<file path="src/hdl/sha1_pkg.sv">
// shared types, codes and constants of the sha-1 stream hasher
package sha1_pkg;

   localparam logic [1:0] SEL_DATA = 2'd0;
   localparam logic [1:0] SEL_PAD  = 2'd1;
   localparam logic [1:0] SEL_ZERO = 2'd2;
   localparam logic [1:0] SEL_LEN  = 2'd3;

   localparam logic [1:0] GRP_CHOOSE = 2'd0;
   localparam logic [1:0] GRP_PAR_LO = 2'd1;
   localparam logic [1:0] GRP_MAJ    = 2'd2;
   localparam logic [1:0] GRP_PAR_HI = 2'd3;

   localparam int unsigned NUM_WORDS  = 5;
   localparam int unsigned SCHED_LEN  = 16;
   localparam logic [7:0]  PAD_BYTE   = 8'h80;

   localparam logic [4:0][31:0] INIT_VECTOR = {
      32'hC3D2E1F0, 32'h10325476, 32'h98BADCFE, 32'hEFCDAB89, 32'h67452301
   };

   typedef struct packed {
      logic       byte_wr;
      logic [1:0] byte_sel;
      logic [5:0] byte_addr;
      logic       len_inc;
      logic       len_clr;
      logic       load_work;
      logic       round_en;
      logic [1:0] round_grp;
      logic       chain_add;
      logic       chain_init;
      logic [2:0] out_idx;
   } dp_cmd_type;

   function automatic logic [31:0] round_const(input logic [1:0] grp);
      logic [31:0] k;
      case (grp)
         GRP_CHOOSE: k = 32'h5A827999;
         GRP_PAR_LO: k = 32'h6ED9EBA1;
         GRP_MAJ:    k = 32'h8F1BBCDC;
         GRP_PAR_HI: k = 32'hCA62C1D6;
         default:    k = 32'h5A827999;
      endcase
      return k;
   endfunction

endpackage

</file>
<file path="src/hdl/sha1_datapath.sv">
// sha-1 datapath: message schedule, round logic, chaining words and length count
module sha1_datapath
   import sha1_pkg::*;
(
   input  logic        clock,
   input  logic        reset,
   input  dp_cmd_type  cmd,
   input  logic [7:0]  data_byte,
   output logic [31:0] digest_word
);

   logic [31:0] w_ff  [SCHED_LEN];
   logic [31:0] w_in  [SCHED_LEN];
   logic [31:0] cv_ff [NUM_WORDS];
   logic [31:0] cv_in [NUM_WORDS];
   logic [31:0] a_ff, b_ff, c_ff, d_ff, e_ff;
   logic [31:0] a_in, b_in, c_in, d_in, e_in;
   logic [60:0] len_ff, len_in;
   logic [63:0] bit_len;
   logic [7:0]  len_byte;
   logic [7:0]  wr_byte;
   logic [31:0] f_val;
   logic [31:0] t_sum;
   logic [31:0] w_next;

   assign bit_len  = {len_ff, 3'b000};
   assign len_byte = bit_len[{~cmd.byte_addr[2:0], 3'b000} +: 8];
   assign w_next   = w_ff[13] ^ w_ff[8] ^ w_ff[2] ^ w_ff[0];

   always_comb begin
      case (cmd.byte_sel)
         SEL_DATA: wr_byte = data_byte;
         SEL_PAD:  wr_byte = PAD_BYTE;
         SEL_ZERO: wr_byte = 8'h00;
         SEL_LEN:  wr_byte = len_byte;
         default:  wr_byte = 8'h00;
      endcase
   end

   always_comb begin
      case (cmd.round_grp)
         GRP_CHOOSE: f_val = (b_ff & c_ff) | (~b_ff & d_ff);
         GRP_MAJ:    f_val = (b_ff & c_ff) | (b_ff & d_ff) | (c_ff & d_ff);
         default:    f_val = b_ff ^ c_ff ^ d_ff;
      endcase
   end

   assign t_sum = {a_ff[26:0], a_ff[31:27]} + f_val + e_ff
                  + round_const(cmd.round_grp) + w_ff[0];

   // schedule shift line doubles as the block buffer
   always_comb begin
      w_in = w_ff;
      if (cmd.round_en) begin
         for (int i = 0; i < SCHED_LEN - 1; i++) begin
            w_in[i] = w_ff[i + 1];
         end
         w_in[SCHED_LEN - 1] = {w_next[30:0], w_next[31]};
      end else if (cmd.byte_wr) begin
         w_in[cmd.byte_addr[5:2]][{~cmd.byte_addr[1:0], 3'b000} +: 8] = wr_byte;
      end
   end

   always_comb begin
      a_in = a_ff;
      b_in = b_ff;
      c_in = c_ff;
      d_in = d_ff;
      e_in = e_ff;
      if (cmd.load_work) begin
         a_in = cv_ff[0];
         b_in = cv_ff[1];
         c_in = cv_ff[2];
         d_in = cv_ff[3];
         e_in = cv_ff[4];
      end else if (cmd.round_en) begin
         a_in = t_sum;
         b_in = a_ff;
         c_in = {b_ff[1:0], b_ff[31:2]};
         d_in = c_ff;
         e_in = d_ff;
      end
   end

   always_comb begin
      cv_in = cv_ff;
      if (cmd.chain_init) begin
         for (int i = 0; i < NUM_WORDS; i++) begin
            cv_in[i] = INIT_VECTOR[i];
         end
      end else if (cmd.chain_add) begin
         cv_in[0] = cv_ff[0] + a_ff;
         cv_in[1] = cv_ff[1] + b_ff;
         cv_in[2] = cv_ff[2] + c_ff;
         cv_in[3] = cv_ff[3] + d_ff;
         cv_in[4] = cv_ff[4] + e_ff;
      end
   end

   always_comb begin
      len_in = len_ff;
      if (cmd.len_clr) begin
         len_in = '0;
      end else if (cmd.len_inc) begin
         len_in = len_ff + 61'd1;
      end
   end

   always_ff @(posedge clock) begin
      w_ff <= w_in;
      a_ff <= a_in;
      b_ff <= b_in;
      c_ff <= c_in;
      d_ff <= d_in;
      e_ff <= e_in;
   end

   always_ff @(posedge clock) begin
      if (reset) begin
         for (int i = 0; i < NUM_WORDS; i++) begin
            cv_ff[i] <= INIT_VECTOR[i];
         end
         len_ff <= '0;
      end else begin
         cv_ff  <= cv_in;
         len_ff <= len_in;
      end
   end

   assign digest_word = cv_ff[cmd.out_idx];

endmodule

</file>
<file path="src/hdl/sha1_ctrl.sv">
// sha-1 controller: byte intake, padding sequence, round count and digest output
module sha1_ctrl
   import sha1_pkg::*;
(
   input  logic       clock,
   input  logic       reset,
   input  logic       req_valid,
   input  logic       req_byte_valid,
   input  logic       req_end_of_message,
   output logic       req_stall,
   input  logic       rsp_stall,
   output logic       rsp_valid,
   output logic [2:0] rsp_word_index,
   output logic       rsp_last_word,
   output dp_cmd_type cmd
);

   localparam logic [2:0] ST_IDLE   = 3'd0;
   localparam logic [2:0] ST_COMP   = 3'd1;
   localparam logic [2:0] ST_ADD    = 3'd2;
   localparam logic [2:0] ST_PAD80  = 3'd3;
   localparam logic [2:0] ST_PADZ   = 3'd4;
   localparam logic [2:0] ST_PADLEN = 3'd5;
   localparam logic [2:0] ST_OUT    = 3'd6;

   localparam logic [6:0] LAST_BYTE  = 7'd63;
   localparam logic [6:0] LEN_START  = 7'd56;
   localparam logic [6:0] BLOCK_SIZE = 7'd64;
   localparam logic [6:0] LAST_ROUND = 7'd79;
   localparam logic [2:0] LAST_IDX   = 3'd4;

   logic [2:0] state_ff, state_in;
   logic [6:0] fill_ff, fill_in;
   logic [6:0] round_ff, round_in;
   logic [2:0] idx_ff, idx_in;
   logic       eom_pend_ff, eom_pend_in;
   logic       extra_ff, extra_in;
   logic       final_ff, final_in;
   logic       req_take;
   logic [6:0] zero_target;

   assign req_stall      = (state_ff != ST_IDLE);
   assign req_take       = req_valid && !req_stall;
   assign rsp_valid      = (state_ff == ST_OUT);
   assign rsp_word_index = idx_ff;
   assign rsp_last_word  = (idx_ff == LAST_IDX);
   assign zero_target    = extra_ff ? BLOCK_SIZE : LEN_START;

   always_comb begin
      state_in    = state_ff;
      fill_in     = fill_ff;
      round_in    = round_ff;
      idx_in      = idx_ff;
      eom_pend_in = eom_pend_ff;
      extra_in    = extra_ff;
      final_in    = final_ff;

      cmd            = '0;
      cmd.byte_addr  = fill_ff[5:0];
      cmd.out_idx    = idx_ff;
      if (round_ff < 7'd20) begin
         cmd.round_grp = GRP_CHOOSE;
      end else if (round_ff < 7'd40) begin
         cmd.round_grp = GRP_PAR_LO;
      end else if (round_ff < 7'd60) begin
         cmd.round_grp = GRP_MAJ;
      end else begin
         cmd.round_grp = GRP_PAR_HI;
      end

      case (state_ff)
         ST_IDLE: begin
            if (req_take) begin
               if (req_byte_valid) begin
                  cmd.byte_wr  = 1'b1;
                  cmd.byte_sel = SEL_DATA;
                  cmd.len_inc  = 1'b1;
                  if (fill_ff == LAST_BYTE) begin
                     fill_in       = '0;
                     eom_pend_in   = req_end_of_message;
                     cmd.load_work = 1'b1;
                     state_in      = ST_COMP;
                  end else begin
                     fill_in = fill_ff + 7'd1;
                     if (req_end_of_message) begin
                        state_in = ST_PAD80;
                     end
                  end
               end else if (req_end_of_message) begin
                  state_in = ST_PAD80;
               end
            end
         end
         ST_PAD80: begin
            cmd.byte_wr  = 1'b1;
            cmd.byte_sel = SEL_PAD;
            fill_in      = fill_ff + 7'd1;
            extra_in     = (fill_ff >= LEN_START);
            state_in     = ST_PADZ;
         end
         ST_PADZ: begin
            if (fill_ff == zero_target) begin
               if (extra_ff) begin
                  fill_in       = '0;
                  cmd.load_work = 1'b1;
                  state_in      = ST_COMP;
               end else begin
                  state_in = ST_PADLEN;
               end
            end else begin
               cmd.byte_wr  = 1'b1;
               cmd.byte_sel = SEL_ZERO;
               fill_in      = fill_ff + 7'd1;
            end
         end
         ST_PADLEN: begin
            cmd.byte_wr  = 1'b1;
            cmd.byte_sel = SEL_LEN;
            if (fill_ff == LAST_BYTE) begin
               fill_in       = '0;
               final_in      = 1'b1;
               cmd.load_work = 1'b1;
               state_in      = ST_COMP;
            end else begin
               fill_in = fill_ff + 7'd1;
            end
         end
         ST_COMP: begin
            cmd.round_en = 1'b1;
            if (round_ff == LAST_ROUND) begin
               round_in = '0;
               state_in = ST_ADD;
            end else begin
               round_in = round_ff + 7'd1;
            end
         end
         ST_ADD: begin
            cmd.chain_add = 1'b1;
            if (final_ff) begin
               final_in = 1'b0;
               idx_in   = '0;
               state_in = ST_OUT;
            end else if (eom_pend_ff) begin
               eom_pend_in = 1'b0;
               state_in    = ST_PAD80;
            end else if (extra_ff) begin
               extra_in = 1'b0;
               state_in = ST_PADZ;
            end else begin
               state_in = ST_IDLE;
            end
         end
         ST_OUT: begin
            if (!rsp_stall) begin
               if (idx_ff == LAST_IDX) begin
                  idx_in         = '0;
                  fill_in        = '0;
                  cmd.chain_init = 1'b1;
                  cmd.len_clr    = 1'b1;
                  state_in       = ST_IDLE;
               end else begin
                  idx_in = idx_ff + 3'd1;
               end
            end
         end
         default: begin
            state_in = ST_IDLE;
         end
      endcase
   end

   always_ff @(posedge clock) begin
      if (reset) begin
         state_ff    <= ST_IDLE;
         fill_ff     <= '0;
         round_ff    <= '0;
         idx_ff      <= '0;
         eom_pend_ff <= 1'b0;
         extra_ff    <= 1'b0;
         final_ff    <= 1'b0;
      end else begin
         state_ff    <= state_in;
         fill_ff     <= fill_in;
         round_ff    <= round_in;
         idx_ff      <= idx_in;
         eom_pend_ff <= eom_pend_in;
         extra_ff    <= extra_in;
         final_ff    <= final_in;
      end
   end

endmodule

</file>
<file path="src/hdl/sha1_stream_hasher_core.sv">
// top level of the sha-1 stream hasher
//
// req channel: one transaction per byte slot; req_byte_valid marks a message
// byte in req_data_byte, req_end_of_message closes the message (with or
// without a byte, so an empty message is allowed).
// rsp channel: after each closed message five transactions carry the digest,
// word 0 (most significant) first, rsp_last_word high on word 4.
// timing: a byte that does not complete a block is only written to the buffer. the 64th
// byte of a block starts the compression: the rounds on the single round unit, then
// the chaining add; no new byte is taken until both are done. at end of message
// the padding is written one byte a cycle up to the block end, then compressed;
// 56 or more pending bytes cost one more padded block.
// req_stall is high whenever the block is compressing, padding or sending.
// reset (synchronous) loads the initial vector and clears the byte and
// length counts. a stalled rsp transaction holds its word until taken; the
// next message is accepted after the fifth word has gone.
module sha1_stream_hasher_core
   import sha1_pkg::*;
(
   input  logic        clock,
   input  logic        reset,
   input  logic        req_valid,
   output logic        req_stall,
   input  logic [7:0]  req_data_byte,
   input  logic        req_byte_valid,
   input  logic        req_end_of_message,
   output logic        rsp_valid,
   input  logic        rsp_stall,
   output logic [31:0] rsp_digest_word,
   output logic [2:0]  rsp_word_index,
   output logic        rsp_last_word
);

   dp_cmd_type cmd;

   sha1_ctrl u_ctrl (
      .clock              (clock),
      .reset              (reset),
      .req_valid          (req_valid),
      .req_byte_valid     (req_byte_valid),
      .req_end_of_message (req_end_of_message),
      .req_stall          (req_stall),
      .rsp_stall          (rsp_stall),
      .rsp_valid          (rsp_valid),
      .rsp_word_index     (rsp_word_index),
      .rsp_last_word      (rsp_last_word),
      .cmd                (cmd)
   );

   sha1_datapath u_datapath (
      .clock       (clock),
      .reset       (reset),
      .cmd         (cmd),
      .data_byte   (req_data_byte),
      .digest_word (rsp_digest_word)
   );

   // no intake while a digest is being sent
   a_no_req_during_rsp : assert property (@(posedge clock) disable iff (reset)
      rsp_valid |-> req_stall)
      else $error("request taken while digest is being sent");

   // a closing transaction always leads into padding or compression
   a_eom_blocks_intake : assert property (@(posedge clock) disable iff (reset)
      (req_valid && !req_stall && req_end_of_message) |=> req_stall)
      else $error("intake still open after end of message");

   // the final word ends the digest burst
   a_burst_ends : assert property (@(posedge clock) disable iff (reset)
      (rsp_valid && !rsp_stall && rsp_last_word) |=> (!rsp_valid && !req_stall))
      else $error("digest burst did not end after the last word");

   // words leave in order
   a_word_order : assert property (@(posedge clock) disable iff (reset)
      (rsp_valid && !rsp_stall && !rsp_last_word) |=>
         (rsp_valid && rsp_word_index == $past(rsp_word_index) + 3'd1))
      else $error("digest word order broken");

endmodule

</file>
<file path="config.mk">
export PLATFORM = sky130hd
export DESIGN_NAME = sha1_stream_hasher_core
export DESIGN_NICKNAME = d
export VERILOG_FILES = /design/src/hdl/sha1_pkg.sv /design/src/hdl/sha1_datapath.sv /design/src/hdl/sha1_ctrl.sv /design/src/hdl/sha1_stream_hasher_core.sv
export SDC_FILE = /design/constraint.sdc
export NUM_CORES = 2
export LEC_CHECK = 0
export BUFFER_PORTS_ARGS = -buffer_cell sky130_fd_sc_hd__clkbuf_2
export CAP_MARGIN = 20
export CORE_UTILIZATION = 55
export CTS_CLUSTER_DIAMETER = 200
export DETAILED_ROUTE_END_ITERATION = 7
export PLACE_DENSITY_LB_ADDON = 0.05
export SLEW_MARGIN = 20
export SYNTH_ARGS = -nofsm -noshare
export SYNTH_HDL_FRONTEND = slang
export SYNTH_SLANG_ARGS = --single-unit
</file>
<file path="constraint.sdc">
create_clock -name clock -period 10.1 [get_ports clock]
set_clock_uncertainty 0.05 [all_clocks]
set_input_delay 2.02 -clock clock [delete_from_list [all_inputs] [get_ports clock]]
set_output_delay 2.02 -clock clock [all_outputs]
set_load 0.02 [all_outputs]
</file>
==> results.md <==
Power:
- The clock network power share is 0.224.
- Cell internal power was estimated by the tool at 10200 µW.
- The share of total power dissipated in sequential elements is 0.345.
- The combinational cell fraction of total power is 0.431.
- The power density normalized to cell area is 289 nW/µm².
- Across the VDD grid, the largest voltage drop is 0.235 mV.
- Of the total power, the share spent switching nets is 0.389.
- The net switching power figure is 6480 µW.
- For this design the static power due to leakage is 0.0208 µW.

Setup path:
- The required time of the critical path is 10.46 ns.
- The critical path contains buffers and inverters numbering 5 combined.
- The dominant delay contributor by cell family on the critical path is compound AO/OA/AOI/OAI gates.
- At the worst endpoint, the arrival time is 7.78 ns.
- The longest individual stage delay on the worst path is 0.74 ns.
- Of all nets on the critical path, the largest fanout is 39.
- The startpoint kind of the worst setup timing path is a register.
- The worst setup path is captured at a register.
- The slowest library cell on the worst path is a221o_2.
- The worst setup path is of the reg -> reg kind.

STA:
- The worst path needs 7.42 ns of the cycle, external delays included.
- At the pin with the least slew margin, the transition time is between 1 and 1.5 ns.
- The number of hold-slack violations in the final timing report was 0.
- The final hold slack is 0.435 ns.
- The setup TNS after final layout is 0 ns.
- The post-route clock period utilization is 0.735.
- Across all setup checks in the final design, the least slack found is between 2 and 3 ns.
- Timing would allow up to between 100 and 150 MHz.
- The number of setup violations in the final report is 0.
- Setup repair after global routing left no endpoint under its margin.
- The max-slew headroom at the worst pin is 0.238.
- The max-slew violation count came to 0.

Cells and area:
- The final layout contains 5562 nets.
- The number of inserted diodes is 0.
- The final standard cell count with taps included and fillers excluded is 6564.
- Compared with the post-synthesis result, the final layout area differs by 9.04%.
- In the final layout, the share of cells above drive strength 1 is 0.0989.
- The sequential cells in the finished layout cover a total of 25100 µm².
- After filler insertion, the fill cell instance count of the layout stands at 8029.
- The area of the multi-input gates is 25900 µm².

Drt:
- The number of iterations in the first detailed-routing pass is 5.
- The remaining antenna violation count after routing is 0.
- Dividing the detail-routed wire length by the instance count gives 23.2 µm.
- The total DRC errors in the routed layout is 0.
- The ratio of routed vias to standard cells is 6.14.
- The via total after detailed routing is ~40000.
- After detailed routing, the total wire length is 152000 µm.
- The number of DRC markers after the initial detailed-route iteration is approximately 4000.

Synth:
- The gate count of the mapped netlist is 5251.
- The cell type with the largest total area after synthesis is edfxtp_1.
- Yosys attributes the largest share of cell area to edfxtp_1 38%, dfxtp_1 9.2%, o21ai_0 7.1%.
- The area of the mapped netlist is ~53000 µm².
- In this run, distinct cell masters in the synthesized netlist total slightly above 90.
- The synthesized net count is 5595.
- The async set-reset flop share out of synthesis is 0.
- Each instance of the synthesized netlist takes up on average about 10 µm².
- The post-synthesis sequential element count is 916.
- The share of the Yosys chip area taken by registers is 0.474.
- Counting flops with a built-in enable in the synthesized netlist gives roughly 670.
- The Yosys step of the flow raised 0 warnings.
- The share of the synthesized area in the top cell type is 0.382.
- Counting instances in the post-synthesis netlist gives the leading cell types as 941 x nand2_1, 752 x o21ai_0, 672 x edfxtp_1, 270 x inv_1, 248 x a21oi_1.
- The most used flip-flop cell after synthesis is edfxtp_1.
- The cell with the most instances after synthesis is nand2_1.

Clock network:
- The TritonCTS clock tree is yes.
- In this run the deepest clock path goes through 3 buffers.
- Clock-pin slew was measured on the worst setup and hold paths at 0.06 ns.
- The root buffer cell chosen for the clock tree is clkbuf_16.
- The number of buffers added by the clock tree synthesis step is between 100 and 150.
- The post-cts gate resize count is 0.
- The clock reaches the later pin of the worst-skew pair after 0.71 ns.
- The hold buffer count at cts is 0.
- The number of sinks handled by clock tree synthesis is 916.
- After clock tree synthesis, the setup repair step added 0 buffers.
- The clock tree synthesis step divided the H-tree into 3 levels.

Global route:
- Entering global routing, the biggest net connects 206 pins.
- The met3 layer usage reported by global route is 0.0372.
- The number of antenna violations at the first check in global routing is 1.
- The peak-usage layer in the global routing report is met2.
- The met1 usage is 0.436.
- The global-route track usage on met2 is 0.507.
- The number of global-route vias before repair is 38763.
- Global routing finished with a remaining overflow of 0.
- The combined global-route utilization of all metal layers is 0.311.
- The wire length of the first global-routing pass is approximately 230000 µm.

Worst hold path:
- The worst hold path belongs to the class reg -> reg.

Floorplan:
- The region available for standard cell placement spans 95200 µm².
- The initial utilization of the core area, before any placement, comes to 0.556.
- In this run the vertical extent of the chip is around 310 µm.
- Row generation in the floorplan step produced 113 rows.
- The full die area is a little under 100000 µm².
- The I/O pin count is 52.
- The width of the die is 312 µm.

Placement:
- Once placement completed, the tool counted placed cells totaling about 6400.
- Once detailed placement completed, the half-perimeter wirelength came to 108000 µm.
- The congestion estimate from routability-driven global placement came to 0.935.
- The worst-case setup slack after placement is 2.71 ns.
- The number of input and output port buffers inserted is between 50 and 60.

Run status:
- The flow ran to the end, and the final reports show no timing, DRC or antenna violations.

Run:
- The max-cap check violation count is 0.
==> final timing paths <==
path	from	endpoint	slack (ns)	cells past startpoint
setup reg to reg	u_ctrl.round_ff[3]	u_datapath.a_ff[29]	2.68	26
hold reg to reg	u_datapath.cv_ff[63]	u_datapath.cv_ff[63]	0.43	2
hold / removal	u_datapath.cv_ff[63]	u_datapath.cv_ff[63]	0.43	2
setup / recovery	u_ctrl.round_ff[3]	u_datapath.a_ff[29]	2.68	26
==> through the flow <==
| step | utilization | total power, µW | area, µm² |
|---|---|---|---|
| 2_1_floorplan | - | 11000 | 52900 |
| 3_3_place_gp | 0.571 | 12800 | 54300 |
| 3_5_place_dp | 0.571 | 12900 | 54300 |
| 4_1_cts | 0.606 | 16600 | 57700 |
| 5_1_grt | 0.606 | 17800 | 57700 |
| 6_report | 0.606 | 16700 | 57700 |
==> registers in the layout (all words and copies together), names as in the netlist <==
register	flops
u_datapath.c_ff	32
u_datapath.e_ff	32
u_ctrl.final_ff	1
u_ctrl.rsp_word_index	3
u_ctrl.extra_ff	1
u_datapath.b_ff	32
u_datapath.w_ff	512
u_ctrl.state_ff	3
u_datapath.len_ff	61
u_ctrl.round_ff	7
u_ctrl.fill_ff	7
u_datapath.d_ff	32
u_datapath.cv_ff	160
u_ctrl.eom_pend_ff	1
u_datapath.a_ff	32
==> placed cells by master, fill, tap and decap left out, drive strengths merged, types with 44 or more instances in the layout <==
master / Yosys / layout
nand2: 941 / 941
o21ai: 757 / 757
edfxtp: 672 / 672
inv: 270 / 270
a21oi: 248 / 248
dfxtp: 244 / 244
nor2: 227 / 227
ha: 205 / 205
xnor2: 191 / 191
clkbuf: 209 / 191
mux2: 154 / 154
fa: 125 / 125
xor2: 102 / 102
buf: 47 / 68
nand3: 67 / 67
a21o: 56 / 56
o211ai: 50 / 50
mux4: 45 / 45
a32o: 45 / 45
nor3: 44 / 44
==> worst reg2reg max path, stage by stage (launching register included) <==
cell and delay (ns):
dfxtp_1 0.41, nor2_1 0.06, o21ai_0 0.19, a221o_2 0.74, inv_1 0.23, ha_1 0.23, buf_4 0.25, a22oi_1 0.22
o21ai_0 0.14, fa_1 0.60, inv_1 0.06, fa_1 0.50, fa_1 0.48, inv_1 0.07, ha_1 0.18, inv_1 0.06
fa_1 0.40, nor2b_1 0.16, o31ai_1 0.13, a311o_1 0.37, o21ai_0 0.53, a21oi_1 0.27, o31ai_1 0.41, nand3_1 0.12
nand2_1 0.08, xnor2_1 0.11, o21ai_0 0.08
==> final cells by class <==
| type | count | share of cell area |
|---|---|---|
| sequential | 916 | 0.435 |
| inverter | 270 | 0.0176 |
| multi-input combinational | 3809 | 0.448 |
| clock inverter | 45 | 0.00842 |
| tap | 1265 | 0.0274 |
| clock buffer | 139 | 0.0495 |
| timing repair buffer | 120 | 0.0141 |
==> power groups by stage <==
stage               logic [µW]  registers (µW)  clock network (µW)
floorplan                 5450            5530                   0
global placement          6980            5800                   0
detailed placement        7070            5810                   0
CTS                       7120            5740                3780
global route              8070            5810                3910
finish                    7180            5750                3720
==> routing by layer <==
metal / wire, µm / up-vias
met3: 9410 / 249
met5: 15 / -
met2: 72200 / 1404
met1: 66200 / 19870
met4: 4650 / 2
li1: - / 18767
==> cell families (layout without fill, tap and decap cells) <==
group	Yosys count	count (layout)	share of synthesized area
buffers and inverters	526	574	0.0386
AOI/OAI and AO/OA	1443	1443	0.162
xor gates and xnor gates	293	293	0.0485
DFF	916	916	0.474
adders and majority gates	330	330	0.0958
muxes	219	219	0.0557
and+or+nand+nor	1524	1524	0.125
Power figures use the tool's default switching activity.
